===== src/rtl/i2a_pkg.sv =====
`default_nettype none
// ---------------------------------------------------------------------------
// i2a_pkg
// Types, control store and character tables shared by the integer to
// ascii formatter modules.
// ---------------------------------------------------------------------------
package i2a_pkg;

	localparam int unsigned VALUE_W = 64;
	localparam int unsigned MAG_W   = 32;
	localparam int unsigned QUOT_W  = 29;
	localparam int unsigned CNT_W   = 5;
	localparam int unsigned TOTAL_W = 31;
	localparam int unsigned STEP_W  = 3;

	localparam logic [MAG_W-1:0]   RECIP_TEN  = 32'hCCCC_CCCD;
	localparam int unsigned        RECIP_SHIFT = 35;
	localparam logic [CNT_W-1:0]   DEC_DIGITS = 5'd10;
	localparam logic [CNT_W-1:0]   HEX_DIGITS = 5'd16;
	localparam logic [TOTAL_W-1:0] TOTAL_MAX  = 31'h7FFF_FFFF;
	localparam logic [7:0]         CHAR_MINUS = 8'h2D;

	localparam logic [1:0] MODE_DEC   = 2'd0;
	localparam logic [1:0] MODE_UPPER = 2'd2;

	typedef logic [STEP_W-1:0] step_t;

	// program addresses
	localparam step_t ST_LOAD  = 3'd0;
	localparam step_t ST_MUL   = 3'd1;
	localparam step_t ST_REM   = 3'd2;
	localparam step_t ST_SIGN  = 3'd3;
	localparam step_t ST_MINUS = 3'd4;
	localparam step_t ST_SKIP  = 3'd5;
	localparam step_t ST_EMIT  = 3'd6;
	localparam step_t ST_DONE  = 3'd7;

	typedef enum logic [2:0] {
		OP_NONE,
		OP_LOAD,
		OP_MUL,
		OP_REM,
		OP_CNT10,
		OP_MINUS,
		OP_SKIP,
		OP_EMIT
	} op_t;

	typedef enum logic [2:0] {
		C_NEVER,
		C_ALWAYS,
		C_IN_HEX,
		C_LOOP,
		C_POS,
		C_SKIP
	} cond_t;

	typedef struct packed {
		op_t   op;
		cond_t cond;
		step_t target;
	} ctrl_word_t;

	typedef struct packed {
		op_t  op;
		logic fire;
	} ctrl_t;

	typedef struct packed {
		logic in_hex;
		logic neg;
		logic cnt_one;
		logic skip_more;
		logic out_free;
	} status_t;

	// control store: jump to target when cond holds, else next step
	function automatic ctrl_word_t rom_word(input step_t s);
		ctrl_word_t w;
		w = '{op: OP_NONE, cond: C_ALWAYS, target: ST_LOAD};
		unique case (s)
			ST_LOAD:  w = '{op: OP_LOAD,  cond: C_IN_HEX, target: ST_SKIP};
			ST_MUL:   w = '{op: OP_MUL,   cond: C_NEVER,  target: ST_LOAD};
			ST_REM:   w = '{op: OP_REM,   cond: C_LOOP,   target: ST_MUL};
			ST_SIGN:  w = '{op: OP_CNT10, cond: C_POS,    target: ST_SKIP};
			ST_MINUS: w = '{op: OP_MINUS, cond: C_NEVER,  target: ST_LOAD};
			ST_SKIP:  w = '{op: OP_SKIP,  cond: C_SKIP,   target: ST_SKIP};
			ST_EMIT:  w = '{op: OP_EMIT,  cond: C_LOOP,   target: ST_EMIT};
			ST_DONE:  w = '{op: OP_NONE,  cond: C_ALWAYS, target: ST_LOAD};
			default:  w = '{op: OP_NONE,  cond: C_ALWAYS, target: ST_LOAD};
		endcase
		return w;
	endfunction

	function automatic logic [7:0] digit_char(input logic [3:0] d, input logic upper);
		logic [7:0] c;
		c = 8'h30;
		unique case (d)
			4'h0: c = 8'h30;
			4'h1: c = 8'h31;
			4'h2: c = 8'h32;
			4'h3: c = 8'h33;
			4'h4: c = 8'h34;
			4'h5: c = 8'h35;
			4'h6: c = 8'h36;
			4'h7: c = 8'h37;
			4'h8: c = 8'h38;
			4'h9: c = 8'h39;
			4'hA: c = upper ? 8'h41 : 8'h61;
			4'hB: c = upper ? 8'h42 : 8'h62;
			4'hC: c = upper ? 8'h43 : 8'h63;
			4'hD: c = upper ? 8'h44 : 8'h64;
			4'hE: c = upper ? 8'h45 : 8'h65;
			4'hF: c = upper ? 8'h46 : 8'h66;
			default: c = 8'h30;
		endcase
		return c;
	endfunction

endpackage
`default_nettype wire


===== src/rtl/integer_to_ascii_formatter_top.sv =====
`default_nettype none
// ---------------------------------------------------------------------------
// integer_to_ascii_formatter_top
// Prints one integer per input beat as ascii text, one character per
// output beat, most significant digit first.
// ---------------------------------------------------------------------------
// Input beat: tuser carries the mode (0 signed decimal of the low 32 bits,
// 1 lower-case hex, 2 upper-case hex, 3 as 1), tdata the 64-bit value.
// Output beat: tdata carries the character and the saturating count of
// characters sent since reset; tlast marks the final character of a number.
// A short microprogram runs each number: load, ten divide-by-ten steps
// of a multiply and a remainder step each in decimal mode, optional minus
// sign, leading zero skip at one nibble per cycle, then one character per
// cycle while the output register is free. Hex runs load, skip or emit
// steps and a return step; decimal adds the divide steps, a count reload
// and the optional minus sign.
// Only one number is in work at a time; s_axis_tready is high only while
// the sequencer waits at its load step. A stalled receiver holds the
// output beat and the sequencer waits on the next character.
// Reset clears the character count and returns the sequencer to load.
// ---------------------------------------------------------------------------
module integer_to_ascii_formatter_top
	import i2a_pkg::*;
(
	input  wire logic        clk,
	input  wire logic        arst_n,
	input  wire logic        s_axis_tvalid,
	output logic             s_axis_tready,
	input  wire logic [63:0] s_axis_tdata,  // [63:0] value
	input  wire logic [1:0]  s_axis_tuser,  // [1:0] mode
	output logic             m_axis_tvalid,
	input  wire logic        m_axis_tready,
	output logic [39:0]      m_axis_tdata,  // [7:0] char_code, [38:8] chars_written, [39] zero
	output logic             m_axis_tlast   // last_char
);

	ctrl_t              ctrl;
	status_t            stat;
	logic [7:0]         out_char;
	logic [TOTAL_W-1:0] out_total;

	i2a_seq u_seq (
		.clk      (clk),
		.arst_n   (arst_n),
		.in_valid (s_axis_tvalid),
		.stat     (stat),
		.ctrl     (ctrl),
		.in_ready (s_axis_tready)
	);

	i2a_dp u_dp (
		.clk       (clk),
		.arst_n    (arst_n),
		.ctrl      (ctrl),
		.in_mode   (s_axis_tuser),
		.in_value  (s_axis_tdata),
		.out_ready (m_axis_tready),
		.stat      (stat),
		.out_valid (m_axis_tvalid),
		.out_char  (out_char),
		.out_last  (m_axis_tlast),
		.out_total (out_total)
	);

	assign m_axis_tdata = {1'b0, out_total, out_char};

endmodule
`default_nettype wire


===== src/rtl/i2a_seq.sv =====
`default_nettype none
// ---------------------------------------------------------------------------
// i2a_seq
// Step counter and control store; evaluates jump conditions and holds a
// step while its beat cannot move.
// ---------------------------------------------------------------------------
module i2a_seq
	import i2a_pkg::*;
(
	input  wire logic    clk,
	input  wire logic    arst_n,
	input  wire logic    in_valid,
	input  wire status_t stat,
	output ctrl_t        ctrl,
	output logic         in_ready
);

	step_t      pc_q;
	ctrl_word_t cw;
	logic       hold;
	logic       taken;

	always_comb begin
		cw = rom_word(pc_q);
	end

	always_comb begin
		hold = ((cw.op == OP_LOAD) && !in_valid) ||
		       (((cw.op == OP_MINUS) || (cw.op == OP_EMIT)) && !stat.out_free);
	end

	always_comb begin
		unique case (cw.cond)
			C_NEVER:  taken = 1'b0;
			C_ALWAYS: taken = 1'b1;
			C_IN_HEX: taken = stat.in_hex;
			C_LOOP:   taken = !stat.cnt_one;
			C_POS:    taken = !stat.neg;
			C_SKIP:   taken = stat.skip_more;
			default:  taken = 1'b0;
		endcase
	end

	always_ff @(posedge clk or negedge arst_n) begin
		if (!arst_n) begin
			pc_q <= ST_LOAD;
		end else if (!hold) begin
			pc_q <= taken ? cw.target : pc_q + step_t'(1);
		end
	end

	assign ctrl.op   = cw.op;
	assign ctrl.fire = !hold;
	assign in_ready  = (cw.op == OP_LOAD);

endmodule
`default_nettype wire


===== src/rtl/i2a_dp.sv =====
`default_nettype none
// ---------------------------------------------------------------------------
// i2a_dp
// Datapath: magnitude and digit registers, divide-by-ten unit, output
// register and running character count.
// ---------------------------------------------------------------------------
module i2a_dp
	import i2a_pkg::*;
(
	input  wire logic               clk,
	input  wire logic               arst_n,
	input  wire ctrl_t              ctrl,
	input  wire logic [1:0]         in_mode,
	input  wire logic [VALUE_W-1:0] in_value,
	input  wire logic               out_ready,
	output status_t                 stat,
	output logic                    out_valid,
	output logic [7:0]              out_char,
	output logic                    out_last,
	output logic [TOTAL_W-1:0]      out_total
);

	logic [MAG_W-1:0]   mag_q;
	logic [QUOT_W-1:0]  quot_q;
	logic [VALUE_W-1:0] digs_q;
	logic [CNT_W-1:0]   cnt_q;
	logic               neg_q;
	logic               upper_q;
	logic               out_valid_q;
	logic [7:0]         char_q;
	logic               last_q;
	logic [TOTAL_W-1:0] total_q;

	logic                 in_hex;
	logic                 in_neg;
	logic [MAG_W-1:0]     in_low;
	logic [2*MAG_W-1:0]   prod;
	logic [3:0]           q10_lo;
	logic [3:0]           rem;
	logic                 skip_more;
	logic                 emit;
	logic [TOTAL_W-1:0]   total_inc;

	assign in_hex = (in_mode != MODE_DEC);
	assign in_low = in_value[MAG_W-1:0];
	assign in_neg = !in_hex && in_low[MAG_W-1];
	assign prod   = (2*MAG_W)'(mag_q) * (2*MAG_W)'(RECIP_TEN);
	// low nibble of quotient times ten, enough since the remainder is below ten
	assign q10_lo = {quot_q[0], 3'b000} + {quot_q[2:0], 1'b0};
	assign rem    = mag_q[3:0] - q10_lo;
	assign skip_more = (digs_q[VALUE_W-1 -: 4] == 4'h0) && (cnt_q > CNT_W'(1));
	assign emit      = ctrl.fire && ((ctrl.op == OP_MINUS) || (ctrl.op == OP_EMIT));
	assign total_inc = (total_q == TOTAL_MAX) ? total_q : total_q + TOTAL_W'(1);

	always_ff @(posedge clk) begin
		if (ctrl.fire) begin
			case (ctrl.op)
				OP_LOAD: begin
					mag_q   <= in_neg ? (~in_low + MAG_W'(1)) : in_low;
					digs_q  <= in_hex ? in_value : '0;
					cnt_q   <= in_hex ? HEX_DIGITS : DEC_DIGITS;
					neg_q   <= in_neg;
					upper_q <= (in_mode == MODE_UPPER);
				end
				OP_MUL: begin
					quot_q <= prod[RECIP_SHIFT +: QUOT_W];
				end
				OP_REM: begin
					digs_q <= {rem, digs_q[VALUE_W-1:4]};
					mag_q  <= MAG_W'(quot_q);
					cnt_q  <= cnt_q - CNT_W'(1);
				end
				OP_CNT10: begin
					cnt_q <= DEC_DIGITS;
				end
				OP_SKIP: begin
					if (skip_more) begin
						digs_q <= {digs_q[VALUE_W-5:0], 4'h0};
						cnt_q  <= cnt_q - CNT_W'(1);
					end
				end
				OP_EMIT: begin
					digs_q <= {digs_q[VALUE_W-5:0], 4'h0};
					cnt_q  <= cnt_q - CNT_W'(1);
				end
				default: begin
				end
			endcase
		end
		if (emit) begin
			if (ctrl.op == OP_MINUS) begin
				char_q <= CHAR_MINUS;
				last_q <= 1'b0;
			end else begin
				char_q <= digit_char(digs_q[VALUE_W-1 -: 4], upper_q);
				last_q <= (cnt_q == CNT_W'(1));
			end
		end
	end

	always_ff @(posedge clk or negedge arst_n) begin
		if (!arst_n) begin
			out_valid_q <= 1'b0;
			total_q     <= '0;
		end else begin
			if (emit) begin
				out_valid_q <= 1'b1;
				total_q     <= total_inc;
			end else if (out_ready) begin
				out_valid_q <= 1'b0;
			end
		end
	end

	assign stat.in_hex    = in_hex;
	assign stat.neg       = neg_q;
	assign stat.cnt_one   = (cnt_q == CNT_W'(1));
	assign stat.skip_more = skip_more;
	assign stat.out_free  = !out_valid_q || out_ready;

	assign out_valid = out_valid_q;
	assign out_char  = char_q;
	assign out_last  = last_q;
	assign out_total = total_q;

endmodule
`default_nettype wire

===== config.mk =====
export PLATFORM = sky130hd
export DESIGN_NAME = integer_to_ascii_formatter_top
export DESIGN_NICKNAME = d
export VERILOG_FILES = /design/src/rtl/i2a_pkg.sv /design/src/rtl/integer_to_ascii_formatter_top.sv /design/src/rtl/i2a_seq.sv /design/src/rtl/i2a_dp.sv
export SDC_FILE = /design/constraint.sdc
export NUM_CORES = 1
export LEC_CHECK = 0
export ABC_AREA = 0
export BUFFER_PORTS_ARGS = -buffer_cell sky130_fd_sc_hd__buf_2
export CAP_MARGIN = 20
export CORE_UTILIZATION = 40
export CTS_CLUSTER_DIAMETER = 120
export DETAILED_ROUTE_END_ITERATION = 8
export PLACE_DENSITY = 0.53
export SLEW_MARGIN = 40
export SYNTH_ARGS = -nofsm -noshare
export SYNTH_HDL_FRONTEND = slang
export SYNTH_HIERARCHICAL = 1
export SYNTH_SLANG_ARGS = --single-unit

===== constraint.sdc =====
create_clock -name clk -period 12.6 [get_ports clk]
set_input_delay 0.63 -clock clk [delete_from_list [all_inputs] [get_ports clk]]
set_output_delay 0.63 -clock clk [all_outputs]
set_load 0.03 [all_outputs]

==> flow_summary.json, run 1 <==
{
  "synth_top_area_share_pct": 30.2,
  "track_usage_pct": 25.3,
  "synth_edf_count": 140,
  "cts_setup_buffers": 0,
  "cts_tree": "done",
  "drive_above_1_share_pct": 7.17,
  "clock_skew_ps": 10.6,
  "netlist_area_sq_um": 25600,
  "io_pins": 113,
  "wl_mm": 78.7,
  "cap_violations": 0,
  "r2r-start": "u_dp/mag_q[19]",
  "synth_area_leaders": "fa_1, ha_1, edfxtp_1",
  "yosysUniqueCellTypes": 81,
  "hold_viol": 0,
  "path_max_fanout": 7,
  "vias": 18100,
  "die_area_sq_um": 64900,
  "rsz0062_at_grt": "false",
  "ys_seq_area_share_pct": 19.9,
  "fin_crit_sh_pct": 65.3,
  "ys_seq_elements": 175,
  "root_buffer": "clkbuf_16",
  "r2r_cells": 23,
  "cts_buffer_depth": 2,
  "reg2reg_to": "u_dp/quot_q[15]",
  "num_rows": 92,
  "port_buffers": 110,
  "tightestPinTransition_ps": 858,
  "dpl.hpwl_mm": 67.7,
  "slew_headroom_pct": 42.6,
  "yosys_warnings": 6,
  "nNetsFinal": 3382,
  "wl_per_cell_microns": 22.9,
  "finalSetupViolCount": 0,
  "drt_iter0_drc": 1698,
  "slew_violations": 0,
  "cts_max_level": 4,
  "drt_drc_violations_left": 6,
  "core_area_sq_um": 63100,
  "avgSynthCellArea_sq_um": 10.3,
  "synth_area_leader_cell": "fa_1",
  "grt_max_degree": 98,
  "cts.repair.resized": 0,
  "cts.sinks": 175,
  "setup_total_negative_slack_ps": 0,
  "cts_buffers": 17,
  "nFillCells": 6252,
  "end_kind": "flop",
  "fmax_mhz": 121,
  "grt_first_pass_wirelength_mm": 120,
  "hp-class": "in2async",
  "cp-start-kind": "flop",
  "clock_latency_ps": 460,
  "synthCells": 2483,
  "initial_utilization_pct": 40.5,
  "crit_required_ps": 12790,
  "grt_antenna_before_repair": 3,
  "criticalPathCategory": "reg2reg",
  "clk_pin_slew_worst_paths_ps": 70,
  "dr.pass1.iters": 9,
  "synth_nets": 3297,
  "async_flop_share_pct": 20.0,
  "chipHeight_microns": 255,
  "via_per_inst": 5.28,
  "violations": "design-rule violations",
  "grt_pass1_vias": 19300,
  "gp_congestion": 0.973,
  "postRouteAntennaNets": 0,
  "overflow": 0,
  "r2r_slack_ps": 4370,
  "area_delta_synth_final_pct": 8.12,
  "cts.hold.buffers_added": 0,
  "status": "complete, but fails checks",
  "die_w_microns": 255,
  "synth_flop_cell": "edfxtp_1",
  "synth.most_common_cell": "inv_1",
  "cp.arrival_ps": 8420,
  "synth_common_cells": "inv_1, fa_1, ha_1",
  "min_period_ps": 8230
}
## critical path, stage by stage (launching register included)
cell and delay (ps):
edfxtp_1 670, ha_1 510, inv_1 170, fa_1 560
inv_1 80, fa_1 510, inv_1 60, fa_1 520
inv_1 90, fa_1 560, fa_1 430, fa_1 500
inv_1 50, fa_1 470, inv_1 40, ha_1 400
nand2_1 100, nor3_1 520, and3_1 310, nand4_1 120
o211ai_1 520, a211oi_1 250, o41ai_1 360, xor2_1 140
## layout by cell type, fill, tap and decap left out, drive strengths merged, types with 4 or more instances in the layout
| cell type | count |
|---|---|
| o21bai | 7 |
| clkinv | 4 |
| a31oi | 8 |
| nor3 | 24 |
| or4 | 5 |
| and2 | 18 |
| fa | 386 |
| a21boi | 4 |
| ha | 358 |
| nand4 | 11 |
| nand2 | 117 |
| nor2 | 69 |
| a21o | 49 |
| o2111ai | 5 |
| inv | 673 |
| o21ai | 73 |
| and4 | 8 |
| a22o | 4 |
| clkbuf | 19 |
| a222oi | 59 |
| or2 | 4 |
| dfrtp | 35 |
| xnor2 | 68 |
| o31ai | 6 |
| o21a | 14 |
| nand3 | 23 |
| nor2b | 8 |
| o41ai | 8 |
| o211ai | 6 |
| nor4 | 11 |
| nand2b | 8 |
| and3 | 22 |
| edfxtp | 140 |
| or3 | 4 |
| xor2 | 73 |
| a21oi | 92 |
| buf | 116 |
## worst max-delay path by stage
stage                    from              end  slack [ps]  cells after the start
2_1_floorplan  u_dp/mag_q[11]  u_dp/quot_q[21]        5740                     25
3_5_place_dp    u_dp/mag_q[9]  u_dp/quot_q[21]        4440                     24
3_3_place_gp    u_dp/mag_q[9]  u_dp/quot_q[21]        4460                     24
4_1_cts        u_dp/mag_q[19]  u_dp/quot_q[15]        4420                     23
5_1_grt         u_dp/mag_q[9]  u_dp/quot_q[13]        4070                     24
6_report       u_dp/mag_q[19]  u_dp/quot_q[15]        4370                     23
## per-layer routing
layer,vias to the layer above,GRT usage (%),part of all wire (%)
li1,8234,-,-
met1,9164,35.7,45
met2,620,41.0,47
met3,64,4.19,6.2
met4,4,5.03,1.6
met5,-,0,0.034
## flip-flops by register name, indices dropped and copies added, names as in the netlist
| signal | cells |
|---|---|
| u_dp/digs_q | 64 |
| u_dp/neg_q | 1 |
| u_dp/out_valid | 1 |
| u_dp/cnt_q | 5 |
| u_dp/out_char | 7 |
| u_dp/out_total | 31 |
| u_seq/pc_q | 3 |
| u_dp/upper_q | 1 |
| u_dp/out_last | 1 |
| u_dp/quot_q | 29 |
| u_dp/mag_q | 32 |
## layout make-up
type                    instances  area [sq um]  share of cell area [%]
well taps                     846          1060                    3.83
flip-flops and latches        175          5080                    18.4
inverters                     664          2490                    9.02
clock buffers                  19           464                    1.68
clock inverters                13           120                   0.435
diodes                          1          2.50                 0.00906
multi-input cells            1594         17800                    64.4
repair buffers                116           606                    2.19
## cell families (layout without fill, tap and decap cells)
kind of cell	Yosys count	in the layout	share of synthesized area (%)
other	2	3	0.0294
adder cells (fa/ha/maj)	744	744	47.8
flip-flops	175	175	19.9
multiplexers	4	4	0.186
AO/OA/AOI/OAI	361	361	9.86
AND/OR/NAND/NOR	342	342	6.83
buffers and inverters	714	812	10.6
XOR/XNOR	141	141	4.83
## metrics by stage
step | hold WS [ps] | util, % | instance area (sq um) | worst slack [ps] | cells
floorplan | 334 | - | 25600 | 5740 | 2483
global placement | 475 | 42.8 | 27000 | 4460 | 3395
detailed placement | 484 | 42.9 | 27000 | 4440 | 3395
CTS | 253 | 43.8 | 27600 | 4420 | 3427
global route | 126 | 43.8 | 27600 | 4070 | 3428
finish | 114 | 43.8 | 27600 | 4370 | 3428
Power of run 1 is left out: the tool's default activity adds up to more than one toggle a clock period on the data nets, which glitch-free logic cannot reach.
==> run 2: changes to the inputs <==
--- a/config.mk
+++ b/config.mk
@@ -5,13 +5,13 @@
 export SDC_FILE = /design/constraint.sdc
 export NUM_CORES = 1
 export LEC_CHECK = 0
-export ABC_AREA = 0
+export ABC_AREA = 1
 export BUFFER_PORTS_ARGS = -buffer_cell sky130_fd_sc_hd__buf_2
 export CAP_MARGIN = 20
 export CORE_UTILIZATION = 40
 export CTS_CLUSTER_DIAMETER = 120
 export DETAILED_ROUTE_END_ITERATION = 8
-export PLACE_DENSITY = 0.53
+export PLACE_DENSITY = 0.55
 export SLEW_MARGIN = 40
 export SYNTH_ARGS = -nofsm -noshare
 export SYNTH_HDL_FRONTEND = slang
==> constraint.sdc (replaced) <==
create_clock -name clk -period 7.1 [get_ports clk]
set_input_delay 0.355 -clock clk [delete_from_list [all_inputs] [get_ports clk]]
set_output_delay 0.355 -clock clk [all_outputs]
set_load 0.03 [all_outputs]
==> run 2 against run 1 <==
  * The run now ends clean
  * Sequential cell count stayed put
  * Routed wire length is 14% higher
  * First-iteration DRC count is 5.4% higher
  * Worst setup slack worse by 4100 ps
  * Via count is 24% higher
  * Highest routed layer unchanged
==> flow_summary.json, run 2 <==
{
  "status": "complete, no violations",
  "synth_flop_cell": "edfxtp_1",
  "slew_headroom_pct": 35.3,
  "ys_seq_area_share_pct": 18.0,
  "path_buf_inv": 3,
  "synth_common_cells": "inv_1, nand2_1, fa_1",
  "vias": 22400,
  "clock_skew_ps": 29.1,
  "async_flop_share_pct": 20.0,
  "final_cell_mix": "inv_1, nand2_1, fa_1",
  "crit_required_ps": 7330,
  "cp.arrival_ps": 7050,
  "nNetsFinal": 4380,
  "io_pins": 113,
  "setup_total_negative_slack_ps": 0,
  "rsz0062_at_grt": "false",
  "gp_congestion": 0.949,
  "cpPeakStageDelay_ps": 660,
  "track_usage_pct": 26.0,
  "synthCells": 3401,
  "grt_max_degree": 65,
  "wl_per_cell_microns": 19.8,
  "via_per_inst": 4.96,
  "top_register": "u_dp/digs_q",
  "cts_buffer_depth": 2,
  "place_ws_ps": 43.9,
  "core_area_sq_um": 69900,
  "clk_pin_slew_worst_paths_ps": 80,
  "grt_antenna_before_repair": 1,
  "finalSetupViolCount": 0,
  "fmax_mhz": 147,
  "tightestPinTransition_ps": 963,
  "synth_top_area_share_pct": 27.4,
  "wl_mm": 89.4,
  "avgSynthCellArea_sq_um": 8.30,
  "die_w_microns": 268,
  "hold_ws_ps": 158,
  "netlist_area_sq_um": 28200,
  "ys_seq_elements": 175,
  "dpl.hpwl_mm": 77.5,
  "cp-start-kind": "flop",
  "port_buffers": 110,
  "nFillCells": 7191,
  "cts_max_level": 4,
  "area_delta_synth_final_pct": 9.91,
  "synth_edf_count": 140,
  "drt_iter0_drc": 1789,
  "overflow": 0,
  "num_rows": 97,
  "dr.pass1.iters": 5,
  "yosys_warnings": 6,
  "clock_latency_ps": 490,
  "crit_slowest_cell": "ha_1",
  "synth.most_common_cell": "inv_1",
  "hold_viol": 0,
  "path_delay_family": "adder cells",
  "largest_reg_flops": 64,
  "yosysUniqueCellTypes": 50,
  "final_common_cell": "inv_1",
  "crit_chain": "ha_1, inv_1, fa_1, inv_1, fa_1, fa_1, fa_1, fa_1, fa_1, ha_1, ha_1, nand2_1, nor2_1, inv_1, nor2_1, nand2_1, nor3_1, o21ai_0, nand4_1, nand2_1",
  "hp-class": "in2reg",
  "cts_tree": "done",
  "root_buffer": "clkbuf_16",
  "cts_buffers": 17,
  "criticalPathCategory": "reg2reg",
  "drive_above_1_share_pct": 7.63,
  "ff_latch_area_sq_um": 5080,
  "cap_violations": 0,
  "min_period_ps": 6820,
  "initial_utilization_pct": 40.4,
  "synth_area_leaders": "fa_1, ha_1, edfxtp_1",
  "synth_area_leader_cell": "fa_1",
  "crit_top_cell": "fa_1",
  "cts.sinks": 175,
  "grt_first_pass_wirelength_mm": 137,
  "path_max_fanout": 6,
  "fin_crit_sh_pct": 96.0,
  "postRouteAntennaNets": 0,
  "die_area_sq_um": 71600,
  "slew_violations": 0,
  "drt_drc_violations_left": 0,
  "chipHeight_microns": 268,
  "placedInstanceArea_sq_um": 30300,
  "multiInputGateArea_sq_um": 19400,
  "grt_pass1_vias": 22500,
  "end_kind": "flop",
  "setup_slack_ps": 282,
  "synth_nets": 4215,
  "final_area_sq_um": 31000
}
run 2: changes by cell type after synthesis, moves of 19 or more:
cell / change
a21o_1: -39
nand2_1: +586
inv_1: +290
and3_1: -20
nand3_1: +85
nor3_1: +19
xnor2_1: -49
a222oi_1: -59
nor2_1: +125
o221ai_1: +52
run 2: tightest hold or removal path, cell delays in order:
cell,delay [ps]
buf_2,70
inv_1,30
nand2_1,80
nand2_1,60
run 2: what timing repair did:
item	in CTS	in global routing
setup endpoints to repair	1	25
endpoints found under the hold margin	35	0
hold buffers	1	0
gates resized for setup	1	10
setup buffers	0	7
run 2: logic make-up after synthesis:
kind of cell	Yosys count	share of synthesized area, %
buffers and inverters	1003	13.6
flip-flops	175	18.0
adder cells (fa/ha/maj)	744	43.3
XOR/XNOR	98	3.07
other	2	0.0266
AO/OA/AOI/OAI	281	6.21
AND/OR/NAND/NOR	1098	15.8
run 2: final cells by class:
class                   count  area share [%]
clock inverters            14           0.573
inverters                 959            11.6
diodes                      1         0.00807
well taps                 940            3.79
multi-input cells        2223            62.5
repair buffers            190            3.74
clock buffers              18            1.38
flip-flops and latches    175            16.4
run 2: final timing paths:
path / slack, ps / cells past startpoint / endpoint / from
max: 280 / 20 / u_dp/quot_q[14] / u_dp/mag_q[25]
min: 160 / 4 / u_dp/out_valid / m_axis_tready
max reg2reg: 280 / 20 / u_dp/quot_q[14] / u_dp/mag_q[25]
min reg2reg: 500 / 1 / u_dp/out_total[30] / u_dp/out_total[30]
max in group asynchronous: 6400 / 2 / u_dp/out_total[6] / arst_n
min in group asynchronous: 370 / 2 / u_dp/out_total[21] / arst_n
run 2: per-layer routing:
layer / GRT usage (%) / part of all wire, %
met1: 37.2 / 46
met2: 40.8 / 45
met3: 3.37 / 5.9
met4: 7.89 / 3.1
met5: 0 / 0.015
run 2: stage by stage:
step,utilization [%],std cells
floorplan,-,3401
CTS,44.2,4512
detailed placement,43.3,4479
finish,44.4,4520
global route,44.4,4519
global placement,43.3,4479
Power of run 2 is left out for the same reason.
==> run 3: changes to the inputs <==
--- a/config.mk
+++ b/config.mk
@@ -6,7 +6,7 @@
 export NUM_CORES = 1
 export LEC_CHECK = 0
 export ABC_AREA = 1
-export BUFFER_PORTS_ARGS = -buffer_cell sky130_fd_sc_hd__buf_2
+export BUFFER_PORTS_ARGS = -buffer_cell sky130_fd_sc_hd__clkbuf_2
 export CAP_MARGIN = 20
 export CORE_UTILIZATION = 40
 export CTS_CLUSTER_DIAMETER = 120
==> run 3 against run 2 <==
  * Register-to-register slack got worse by 50 ps
  * Clock skew decreased by 8.9 ps
  * Die area unchanged
  * Core utilization is 0.18 points higher
  * Hold slack lost 6.7 ps
  * Sequential share of layout area is 0.068 points lower
  * Via count down 0.43%
  * Final cell count rose by 0.22%
  * Largest cell class unchanged
  * Fmax down 0.74%
  * First-iteration DRC count decreased by 7.2%
  * Global-route usage is 0.46 points higher
  * Critical path depth up 2
==> flow_summary.json, run 3 (synthesized netlist as in run 2, its figures left out) <==
{
  "path_max_fanout": 6,
  "area_delta_synth_final_pct": 10.4,
  "root_buffer": "clkbuf_16",
  "final_core_util_pct": 44.5,
  "cp-start-kind": "flop",
  "top_register": "u_dp/digs_q",
  "clock_latency_ps": 490,
  "hp-start": "s_axis_tdata[38]",
  "port_buffers": 110,
  "vias": 22300,
  "io_pins": 113,
  "cts_buffer_depth": 2,
  "dr.pass1.iters": 5,
  "slew_headroom_pct": 47.6,
  "slew_violations": 0,
  "setup_slack_ps": 231,
  "final_common_cell": "inv_1",
  "core_area_sq_um": 69900,
  "cts_max_level": 4,
  "fmax_mhz": 146,
  "die_area_sq_um": 71600,
  "clk_pin_slew_worst_paths_ps": 90,
  "multiInputGateArea_sq_um": 19400,
  "chipHeight_microns": 268,
  "drt_iter0_drc": 1661,
  "rsz0062_at_grt": "false",
  "r2r_slack_ps": 230,
  "r2r_cells": 22,
  "drt_drc_violations_left": 0,
  "grt_antenna_before_repair": 2,
  "wl_per_cell_microns": 20.1,
  "dpl.hpwl_mm": 79.1,
  "overflow": 0,
  "fin_crit_sh_pct": 96.7,
  "finalSetupViolCount": 0,
  "initial_utilization_pct": 40.4,
  "whs_endpoint": "u_dp/digs_q[38]",
  "drive_above_1_share_pct": 8.19,
  "postRouteAntennaNets": 0,
  "via_per_inst": 4.92,
  "hold_viol": 0,
  "hp-class": "in2reg",
  "die_w_microns": 268,
  "final_cell_mix": "inv_1, nand2_1, fa_1",
  "r2r-start": "u_dp/mag_q[25]",
  "setup_total_negative_slack_ps": 0,
  "largest_reg_flops": 64,
  "grt_max_degree": 65,
  "grt_first_pass_wirelength_mm": 139,
  "end_kind": "flop",
  "num_rows": 97,
  "gp_congestion": 0.958,
  "cap_violations": 0,
  "track_usage_pct": 26.5,
  "reg2reg_to": "u_dp/quot_q[14]",
  "crit_required_ps": 7350,
  "ff_latch_area_sq_um": 5080,
  "place_ws_ps": 26.7,
  "hold_depth": 3,
  "min_period_ps": 6870,
  "nFillCells": 7168,
  "grt_pass1_vias": 22700,
  "tightestPinTransition_ps": 780,
  "status": "complete, no violations",
  "cts_buffers": 17,
  "cp.arrival_ps": 7120,
  "cts_tree": "done",
  "cts.sinks": 175,
  "nNetsFinal": 4389,
  "clock_skew_ps": 20.2,
  "wl_mm": 91.0,
  "criticalPathCategory": "reg2reg"
}
run 3: cell types whose count changed in the layout (fill, tap and decap cells not counted), sizes merged:
| cell | change |
|---|---|
| bufinv | -1 |
| clkinv | +1 |
| buf | -101 |
| clkbuf | +109 |
| inv | +1 |
| diode | +1 |
run 3: worst max-delay path, cell delays in order (launching register included):
cell      delay, ps
edfxtp_1        580
ha_1            670
inv_1           110
fa_1            490
inv_1            50
fa_1            490
inv_1            50
fa_1            500
inv_1            60
fa_1            570
fa_1            450
fa_1            490
ha_1            300
ha_1            430
nand2_1         200
nor2_1          180
inv_1           100
nor2_2          200
nand2_1         140
nor3_1          140
o21ai_0         210
nand4_1         160
nand2_1          60
run 3: metal layers:
metal	vias up	routed length, microns	track usage [%]
li1	10700	-	-
met1	10800	41400	36.6
met2	629	40800	41.3
met3	118	5330	4.85
met4	2	3360	9.45
met5	-	12	0
run 3: timing repair:
| action | 4_1_cts | 5_1_grt |
|---|---|---|
| hold buffers | 1 | 0 |
| hold endpoints to repair | 35 | 0 |
| setup endpoints to repair | 1 | 25 |
| gates resized for setup | 1 | 21 |
| buffers inserted | 0 | 17 |
| cloned | 0 | 0 |
| pin swaps | 0 | 0 |
run 3: cell type report:
type / instances / area share (%)
multi-input cells: 2223 / 62.4
flip-flops and latches: 175 / 16.3
inverters: 959 / 11.6
repair buffers: 199 / 3.94
well taps: 940 / 3.78
clock buffers: 17 / 1.37
clock inverters: 15 / 0.611
diodes: 2 / 0.0161
run 3: how the worst max path moves through the flow:
stage / from / end / slack (ps) / depth (start not counted)
5_1_grt: u_dp/mag_q[23] / u_dp/quot_q[17] / 10 / 23
6_report: u_dp/mag_q[25] / u_dp/quot_q[14] / 230 / 22
4_1_cts: u_dp/mag_q[20] / u_dp/quot_q[7] / 30 / 24
3_5_place_dp: u_dp/mag_q[20] / u_dp/quot_q[7] / 30 / 24
3_3_place_gp: u_dp/mag_q[20] / u_dp/quot_q[7] / -120 / 24
2_1_floorplan: u_seq/pc_q[0] / u_dp/digs_q[0] / 470 / 7
run 3: per-stage QoR:
step | cell area, sq um | hold slack [ps] | cells
2_1_floorplan | 28200 | 59.4 | 3401
3_3_place_gp | 30300 | 490 | 4478
3_5_place_dp | 30300 | 382 | 4478
4_1_cts | 30900 | 119 | 4511
5_1_grt | 31100 | 136 | 4528
6_report | 31100 | 152 | 4530
Power of run 3 is left out for the same reason.
